**src/rtl/spi_pkg.sv**
```systemverilog
package spi_pkg;

  // Fixed widths of the stream fields and the stored samples
  localparam int SAMPLE_BITS   = 16;
  localparam int NOTE_W        = 7;
  localparam int VEL_W         = 7;
  localparam int ADDR_W        = 16;
  localparam int LEN_W         = 17;
  localparam int RATE_W        = 18;
  localparam int MODE_W        = 3;
  localparam int IN_DATA_W     = 48;

  // 440 Hz times the semitone ratio in 16-bit fixed point fits in 26 bits
  localparam int SEMI_PROD_W   = 26;

  // Division by 127 through a reciprocal: floor(n / 127) = (n * K) >> 30
  // holds for every n below 2^23.
  localparam int              RECIP_W     = 24;
  localparam int              RECIP_SHIFT = 30;
  localparam logic [RECIP_W-1:0] RECIP_K  = 24'd8454661;

  // Configuration register indexes (byte address bit 2)
  localparam logic CFG_IDX_LENGTH = 1'b0;
  localparam logic CFG_IDX_RATE   = 1'b1;

  typedef enum logic [MODE_W-1:0] {
    MODE_TICK     = 3'd0,
    MODE_NOTE_ON  = 3'd1,
    MODE_NOTE_OFF = 3'd2,
    MODE_END      = 3'd3,
    MODE_LOAD     = 3'd4
  } mode_t;

  typedef enum logic [3:0] {
    S_IDLE,
    S_NOTE_SETUP,
    S_DIVIDE,
    S_NOTE_DONE,
    S_CHECK,
    S_READ_HI,
    S_MULTIPLY,
    S_INTERP,
    S_GAIN,
    S_RECIP,
    S_EMIT,
    S_SILENT
  } ctrl_state_t;

  // Controller to datapath commands
  typedef struct packed {
    logic accept;
    logic table_write;
    logic voice_off;
    logic note_setup;
    logic div_step;
    logic note_done;
    logic read_lo;
    logic read_hi;
    logic multiply;
    logic interp;
    logic gain;
    logic recip;
    logic emit_sample;
    logic emit_silent;
  } spi_cmd_t;

  // Datapath to controller status
  typedef struct packed {
    mode_t mode;
    logic  voice_active;
    logic  at_end;
    logic  div_last;
    logic  out_free;
  } spi_stat_t;

  // 440 * round(2^(k/12) * 2^16) for semitone k of the octave
  function automatic logic [SEMI_PROD_W-1:0] semi_prod(input logic [3:0] k);
    logic [SEMI_PROD_W-1:0] p;
    unique case (k)
      4'd0:    p = 26'd28835840;
      4'd1:    p = 26'd30550520;
      4'd2:    p = 26'd32367280;
      4'd3:    p = 26'd34291840;
      4'd4:    p = 26'd36330800;
      4'd5:    p = 26'd38491200;
      4'd6:    p = 26'd40780080;
      4'd7:    p = 26'd43204920;
      4'd8:    p = 26'd45774080;
      4'd9:    p = 26'd48495920;
      4'd10:   p = 26'd51379680;
      4'd11:   p = 26'd54434600;
      default: p = 26'd28835840;
    endcase
    return p;
  endfunction

endpackage

```
**src/rtl/spi_ctrl.sv**
```systemverilog
module spi_ctrl (
  input  logic               clk,
  input  logic               rst_n,
  input  logic               in_tvalid,
  output logic               in_tready,
  input  spi_pkg::spi_stat_t stat,
  output spi_pkg::spi_cmd_t  cmd
);
  import spi_pkg::*;

  ctrl_state_t state_r, state_nxt;

  // State register
  always_ff @(posedge clk) begin
    if (!rst_n) begin
      state_r <= S_IDLE;
    end else begin
      state_r <= state_nxt;
    end
  end

  // Next state
  always_comb begin
    state_nxt = state_r;
    unique case (state_r)
      S_IDLE: begin
        if (in_tvalid) begin
          unique case (stat.mode)
            MODE_TICK:    state_nxt = S_CHECK;
            MODE_NOTE_ON: state_nxt = S_NOTE_SETUP;
            default:      state_nxt = S_IDLE;
          endcase
        end
      end
      S_NOTE_SETUP: state_nxt = S_DIVIDE;
      S_DIVIDE: begin
        if (stat.div_last) begin
          state_nxt = S_NOTE_DONE;
        end
      end
      S_NOTE_DONE: state_nxt = S_IDLE;
      S_CHECK: begin
        if (!stat.voice_active || stat.at_end) begin
          state_nxt = S_SILENT;
        end else begin
          state_nxt = S_READ_HI;
        end
      end
      S_READ_HI:  state_nxt = S_MULTIPLY;
      S_MULTIPLY: state_nxt = S_INTERP;
      S_INTERP:   state_nxt = S_GAIN;
      S_GAIN:     state_nxt = S_RECIP;
      S_RECIP:    state_nxt = S_EMIT;
      S_EMIT, S_SILENT: begin
        if (stat.out_free) begin
          state_nxt = S_IDLE;
        end
      end
      default: state_nxt = S_IDLE;
    endcase
  end

  // Command outputs
  always_comb begin
    cmd       = '0;
    in_tready = (state_r == S_IDLE);
    unique case (state_r)
      S_IDLE: begin
        cmd.accept      = in_tvalid;
        cmd.table_write = in_tvalid && (stat.mode == MODE_LOAD);
        cmd.voice_off   = in_tvalid && (stat.mode == MODE_END);
      end
      S_NOTE_SETUP: cmd.note_setup = 1'b1;
      S_DIVIDE:     cmd.div_step   = 1'b1;
      S_NOTE_DONE:  cmd.note_done  = 1'b1;
      S_CHECK: begin
        // Running off the end of the table silences the voice until the next note-on
        cmd.voice_off = stat.at_end;
        cmd.read_lo   = stat.voice_active && !stat.at_end;
      end
      S_READ_HI:  cmd.read_hi     = 1'b1;
      S_MULTIPLY: cmd.multiply    = 1'b1;
      S_INTERP:   cmd.interp      = 1'b1;
      S_GAIN:     cmd.gain        = 1'b1;
      S_RECIP:    cmd.recip       = 1'b1;
      S_EMIT:     cmd.emit_sample = stat.out_free;
      S_SILENT:   cmd.emit_silent = stat.out_free;
      default:    cmd = '0;
    endcase
  end

endmodule

```
**config.mk**
```make
export PLATFORM = sky130hd
export DESIGN_NAME = spi_ctrl
export DESIGN_NICKNAME = d
export VERILOG_FILES = /design/src/rtl/spi_pkg.sv /design/src/rtl/spi_ctrl.sv
export SDC_FILE = /design/constraint.sdc
export NUM_CORES = 1
export LEC_CHECK = 0
export BUFFER_PORTS_ARGS = -buffer_cell sky130_fd_sc_hd__buf_2
export CORE_AREA = 2 2 39 41
export DETAILED_ROUTE_END_ITERATION = 10
export DIE_AREA = 0 0 41 43
export GPL_TIMING_DRIVEN = 1
export PLACE_DENSITY_LB_ADDON = 0.25
export SYNTH_ARGS = -nofsm -noshare
export SYNTH_HDL_FRONTEND = slang
export SYNTH_SLANG_ARGS = --single-unit
```
**constraint.sdc**
```tcl
create_clock -name clk -period 1.96 [get_ports clk]
set_input_delay 0 -clock clk [delete_from_list [all_inputs] [get_ports clk]]
set_output_delay 0 -clock clk [all_outputs]
set_load 0.05 [all_outputs]
```
# Word-level counts from Yosys, hierarchy flattened
# Index checks and enable logic that the tools add are counted.
totals:
  elab_cells: 47
  reg_bits: 4
  in_bits: 10
classes:
  n_reduce_logical: 10
  n_mux: 19
  n_eq_ne: 17
op_table:
  columns: ["cell", "n"]
  rows:
  - ["$pmux W4 S10", 1]
  - ["$eq A4 B3 Y1 const B", 4]
  - ["$eq A4 B4 Y1 const B", 4]
  - ["$mux W4", 4]
  - ["$mux W1", 11]
  - ["$eq A4 B2 Y1 const B", 2]
  - ["$ne A2 B2 Y1 const B", 3]
  - ["$pmux W3 S2", 1]
  - ["$eq A4 B1 Y1 const B", 1]
  - ["$logic_not A4 Y1", 1]
  - ["$eq A3 B1 Y1 const B", 1]
  - ["$eq A3 B2 Y1 const B", 1]
  - ["$eq A3 B3 Y1 const B", 1]
  - ["$logic_and A1 B1 Y1", 3]
  - ["$logic_not A3 Y1", 1]
  - ["$reduce_and A3 Y1", 1]
  - ["$logic_not A1 Y1", 2]
  - ["$mux W2", 1]
  - ["$pmux W1 S2", 1]
  - ["$reduce_or A2 Y1", 1]
  - ["$logic_or A1 B1 Y1", 1]

# Logic depth before layout (Yosys ltp)
# Gate-level depths: netlist (run 1).
logic_depth:
  ltp_word: 4
  ltp_mapped: 5

# Worst setup path before layout (run 1)
# No wires, ideal clock.
synth_path:
  path_kind: "register -> output"
  from: "reg state_r[1]"
  to: "out cmd[11] (netlist name)"
  required_ps: 1960
  stages_incl_launch_ff: 5
  setup_slack_ps: -448
  arrival_ps: 2408
  path_buffers: 0
  cell_sequence: "dfxtp_1 -> nor4_4 -> and2_4 -> a32oi_1 -> nor4_2"
synth_lines:
  columns: ["element", "line", "rtl"]
  rows:
  - ["start, declared", "spi_ctrl.sv:11", "ctrl_state_t state_r, state_nxt;"]
  - ["start signal, assigned", "spi_ctrl.sv:18", "state_r <= state_nxt;"]
  - ["end, declared", "spi_ctrl.sv:7", "output spi_pkg::spi_cmd_t cmd"]

==> summary.txt, run 1 <==
Syn Area/Cell = 6.957 um2
Total GRT Usage = 0.1586
Clk sink count = 4
Fill cell count = 158
Largest Register = state_r
Max cap viols = 0
CTS Buf Count = 3
RSZ-0062 raised after global routing = no
P&R area growth vs syn = 29.16%
Worst Hold Class = primary input to flop
CTS tree = built
Cts hold-fix bufs = 0
Final HPWL DP = 861.7 um
Crit path max-delay family = simple AND/OR/NAND/NOR gates
Initial antenna violation count = 0
Final cycle utilization of the critical path = 0.9430
Worst Path Buf+Inv = 1
Final Max Tran Viols = 0
Worst path cell trace = nor4_4 -> and2_4 -> a32oi_1 -> nor4_4 -> buf_2
Antenna-violating nets left = 0
FFs w/ async S/R, synth = 0
Non-Filler Instances = 105
First-pass GRT wire length = 1856 um
Layout cells sized above 1 = 0.3708
Fmax = 0.5410 GHz
Die Y = 43 um
Min Clock Period, post-route = 1.848 ns
Gpl congestion = 0.7412
Top cells by area, synth = dfxtp_1, nor2_1, nand2b_1
Most common cell after layout, fill and taps aside = buf_2
Input/output buffers = 24
Die area = 1763 um2
Inst Count DP = 102
Post-Syn Nets = 76
Final setup violation count = 0
Ys Warns = 0
DRT Pass-1 Iters = 4
I/O pin cnt = 25
PD cells = 1574 nW/um2
Rel. slew slack = 0.6100
Core area = 1384 um2
Largest regs = state_r x4
P_leak = 0.0002924 uW
WL/cell = 11.10 um
H-tree level count = 1
Clock Latency Late Sink = 0.24 ns
Vias per inst = 5.114
Post-CTS resize count = 0
Yosys top cell area share = 0.1744
Max FFs per register = 4
N_diodes = 0
Post-synth EDFFs = 0
Max incr delay on CP = 0.46 ns
Critical setup path kind = flop to primary output
Critical path data required time = 1.96 ns
Post-layout util = 0.4286
CTS clk-pin slew, worst paths = 0.04 ns
Startpoint type of the worst setup path = flop
Status = finished, final reports clean
Nets = 101
Vias = 537
Synth unique cells = 30
Flops & latches, synth = 4
Die width = 41 um
CP max stage cell = dfxtp_1
Most used cell, CP = nor4_4
Register Area = 80.08 um2
Final hold viol count = 0
First DRT Iteration DRCs = 7
Clock Root Buffer = clkbuf_4
Worst clock skew = 0.004881 ns
Post-synthesis sequential area ratio = 0.1744
Cell count after synthesis = 66
Worst-margin pin slew = 0.5843 ns
Reg-to-reg slack, setup = 0.47 ns
# rows = 14
Mapped Area = 459.2 um2
CP Capture Type = primary output
Worst path arrival time = 1.85 ns
Synth Flop Type = dfxtp_1
Starting density of the core = 0.3318
Peak supply drop = 0.5996 mV
Drt total wl = 1166 um
Commonest non-fill, non-tap cells in the layout = buf_2, nor2_1, nand2_1
Remaining routing DRC violations = 0
Largest net degree at the start of global routing = 16
Biggest area consumer among synthesized cells = dfxtp_1
Clk buf depth = 2
Max FO, Critical Path = 12
Remaining Overflow, GRT = 0
Multi-input gate area = 335.3 um2
Vias in the first global route = 432
Post-CTS setup repair buffer count = 0
## Yosys cell counts, types with 2 or more instances
master and instances:
inv_1 4, nand2_1 6, nand3_1 4, o211ai_1 3
a21oi_1 3, nor3_1 2, or3_1 2, buf_6 2
dfxtp_1 4, and3_1 2, buf_4 2, nand2b_1 4
nor2_1 11
## path summary, 6_finish.rpt
path / end / depth (start not counted) / from
max: cmd[11] / 5 / state_r[1]
min reg2reg: state_r[1] / 2 / state_r[1]
min: state_r[3] / 2 / rst_n
max reg2reg: state_r[3] / 4 / state_r[3]
## metrics by stage
step / setup TNS [ns] / power, uW / setup WS (ns) / cell area, um2 / hold WS (ns)
final: 0 / 933.6 / 0.1117 / 593.1 / 0.07728
after global routing: 0 / 1004 / 0.02264 / 593.1 / 0.08013
after CTS: 0 / 935.8 / 0.1130 / 593.1 / 0.06948
after detailed placement: 0 / 824.2 / 0.3797 / 570.5 / 0.3192
after global placement: 0 / 825.5 / 0.4304 / 570.5 / 0.3236
after floorplan: -0.1617 / 741.3 / -0.1617 / 467.9 / 0.1459
## logic make-up after synthesis
kind of cell | count (synthesis) | share of synthesized area
DFF | 4 | 0.1744
and+or+nand+nor | 41 | 0.5041
AOI/OAI and AO/OA | 12 | 0.1880
buffers and inverters | 8 | 0.1144
xor gates and xnor gates | 1 | 0.01908
## final cells by class
cell class / instances / area share
Inverter: 4 / 0.02532
Sequential cell: 4 / 0.1350
Clock buffer: 3 / 0.03797
Multi-Input combinational cell: 54 / 0.5654
Tap cell: 16 / 0.03376
Timing Repair Buffer: 24 / 0.2025
## worst register-to-register path, delay by kind of cell, from the launching register on
kind               cells  cell delay, ns
AOI/OAI and AO/OA      1            0.12
DFF                    1            0.68
and+or+nand+nor        3            0.59
## where the power goes
part / switching, uW / internal, uW
registers: 117 / 109
clock network: 38.7 / 68.8
logic: 405 / 195
## per-layer routing
metal  GRT usage  vias to the layer above  routed length [um]
met3     0.04712                        2                  59
met1      0.2090                      237                 570
li1            -                      283                   -
met2      0.2156                       15                 515
met5           0                        -                   0
met4      0.1000                        0                  22
(Power assumes the default switching activity.)
==> run 2: changes to the inputs <==
BUFFER_PORTS_ARGS = unset   (was -buffer_cell sky130_fd_sc_hd__buf_2)
DONT_BUFFER_PORTS = 1   (was unset)
==> run 2 against run 1 <==
  * Wire length down 0.34%
  * Critical path depth decreased by 1
  * Sequential power barely moved
  * Die area stayed put
  * Via count down 5.6%
  * First-iteration DRC count grew 86%
  * Final cell count decreased by 8.6%
  * Worst hold slack worse by 0.061 ns
  * Sequential share of layout area decreased by 0.44 points
==> summary.txt, run 2 (synthesis gave the netlist of run 1 again) <==
Switch Pwr = 561.4 uW
Sw Share = 0.5746
Critical path data required time = 1.96 ns
Clk sink count = 4
Core area = 1384 um2
Post-CTS setup repair buffer count = 0
Worst Hold Class = primary input to flop
Layout cells sized above 1 = 0.2875
Critical setup path kind = flop to primary output
Reg power frac = 0.231
Post-layout util = 0.4430
Fmax = 0.5576 GHz
Multi-input gate area = 335.3 um2
Final setup violation count = 0
Place WS = 0.4293 ns
CP Capture Type = primary output
PD cells = 1594 nW/um2
Input/output buffers = 0
Clock Root Buffer = clkbuf_4
Nets = 92
Drt total wl = 1162 um
Final HPWL DP = 858.2 um
Total GRT Usage = 0.1474
Worst-margin pin slew = 0.6313 ns
Fill cell count = 142
DP Area = 580.6 um2
Final WS setup = 0.1667 ns
Register Area = 80.08 um2
Startpoint type of the worst setup path = flop
Remaining routing DRC violations = 0
Starting density of the core = 0.3318
Final hold viol count = 0
CTS tree = built
Most common cell after layout, fill and taps aside = buf_4
Final Max Tran Viols = 0
Max FFs per register = 4
CTS clk-pin slew, worst paths = 0.04 ns
RR Endpoint = state_r[3]
Pint = 415.7 uW
Clk buf depth = 2
DRT Pass-1 Iters = 4
WL/cell = 12.10 um
N_diodes = 0
RSZ-0062 raised after global routing = no
Setup crit end = cmd[7]
Largest regs = state_r x4
Die Y = 43 um
I/O pin cnt = 25
Comb pwr share = 0.662
Vias = 507
Post-CTS resize count = 0
Peak supply drop = 0.5789 mV
Clock Latency Late Sink = 0.24 ns
Die width = 41 um
Max cap viols = 0
Launching point of the worst reg2reg path = state_r[3]
Crit path from = state_r[0]
Gpl congestion = 0.7573
Reg-to-reg slack, setup = 0.50 ns
Vias in the first global route = 393
Status = finished, final reports clean
Remaining Overflow, GRT = 0
Non-Filler Instances = 96
P_leak = 0.0002622 uW
Reg2Reg Depth = 4
Inst Count DP = 92
First-pass GRT wire length = 1766 um
Final instance area = 613.1 um2
Vias per inst = 5.281
Clock group share of total power = 0.108
Worst clock skew = 0.001558 ns
H-tree level count = 1
First DRT Iteration DRCs = 13
Rel. slew slack = 0.5786
# rows = 14
Max FO, Critical Path = 15
Commonest non-fill, non-tap cells in the layout = buf_4, nor2_1, nand2_1
Initial antenna violation count = 0
Final cycle utilization of the critical path = 0.9149
Largest Register = state_r
Min Clock Period, post-route = 1.793 ns
Largest net degree at the start of global routing = 16
Cts hold-fix bufs = 1
CTS Buf Count = 3
Hold path startpoint = stat[0]
Worst path arrival time = 1.79 ns
Antenna-violating nets left = 0
Die area = 1763 um2
P&R area growth vs syn = 33.52%
run 2: per-stage QoR:
step | setup TNS (ns) | total power (uW) | hold WS [ns]
3_3_place_gp | 0 | 866.8 | 0.1569
6_report | 0 | 977.1 | 0.01615
2_1_floorplan | -0.1617 | 741.3 | 0.1459
3_5_place_dp | 0 | 865.5 | 0.1593
5_1_grt | 0 | 1053 | 0.02651
4_1_cts | 0 | 977.6 | 0.007158
run 2: worst min-delay path by stage:
stage / endpoint / cells past startpoint
after floorplan: state_r[3] / 1
after global placement: state_r[3] / 1
after detailed placement: state_r[3] / 1
after CTS: state_r[0] / 3
after global routing: state_r[0] / 3
final: state_r[0] / 3
run 2: routing by layer:
layer	vias to the layer above	global-route usage	wire, um
met5	-	0	0
met4	0	0.04000	11
met3	3	0.06283	102
met2	21	0.1813	501
met1	224	0.2276	547
li1	259	-	-
run 2: area by class of cell:
class | count | area share
Clock buffer | 3 | 0.03673
Inverter | 4 | 0.02449
Multi-Input combinational cell | 54 | 0.5469
Sequential cell | 4 | 0.1306
Tap cell | 16 | 0.03265
Timing Repair Buffer | 15 | 0.2286
run 2: critical path, stage by stage, from the launching register on:
cell and delay, ns:
dfxtp_1 0.49, nor2_2 0.25, nand2_2 0.08, or3_1 0.39
inv_1 0.34
run 2: power by group through the flow:
stage	logic (uW)	clock network [uW]	registers (uW)
finish	646	105	225
global route	694	122	236
CTS	647	108	222
detailed placement	641	0	224
global placement	642	0	225
floorplan	596	0	146
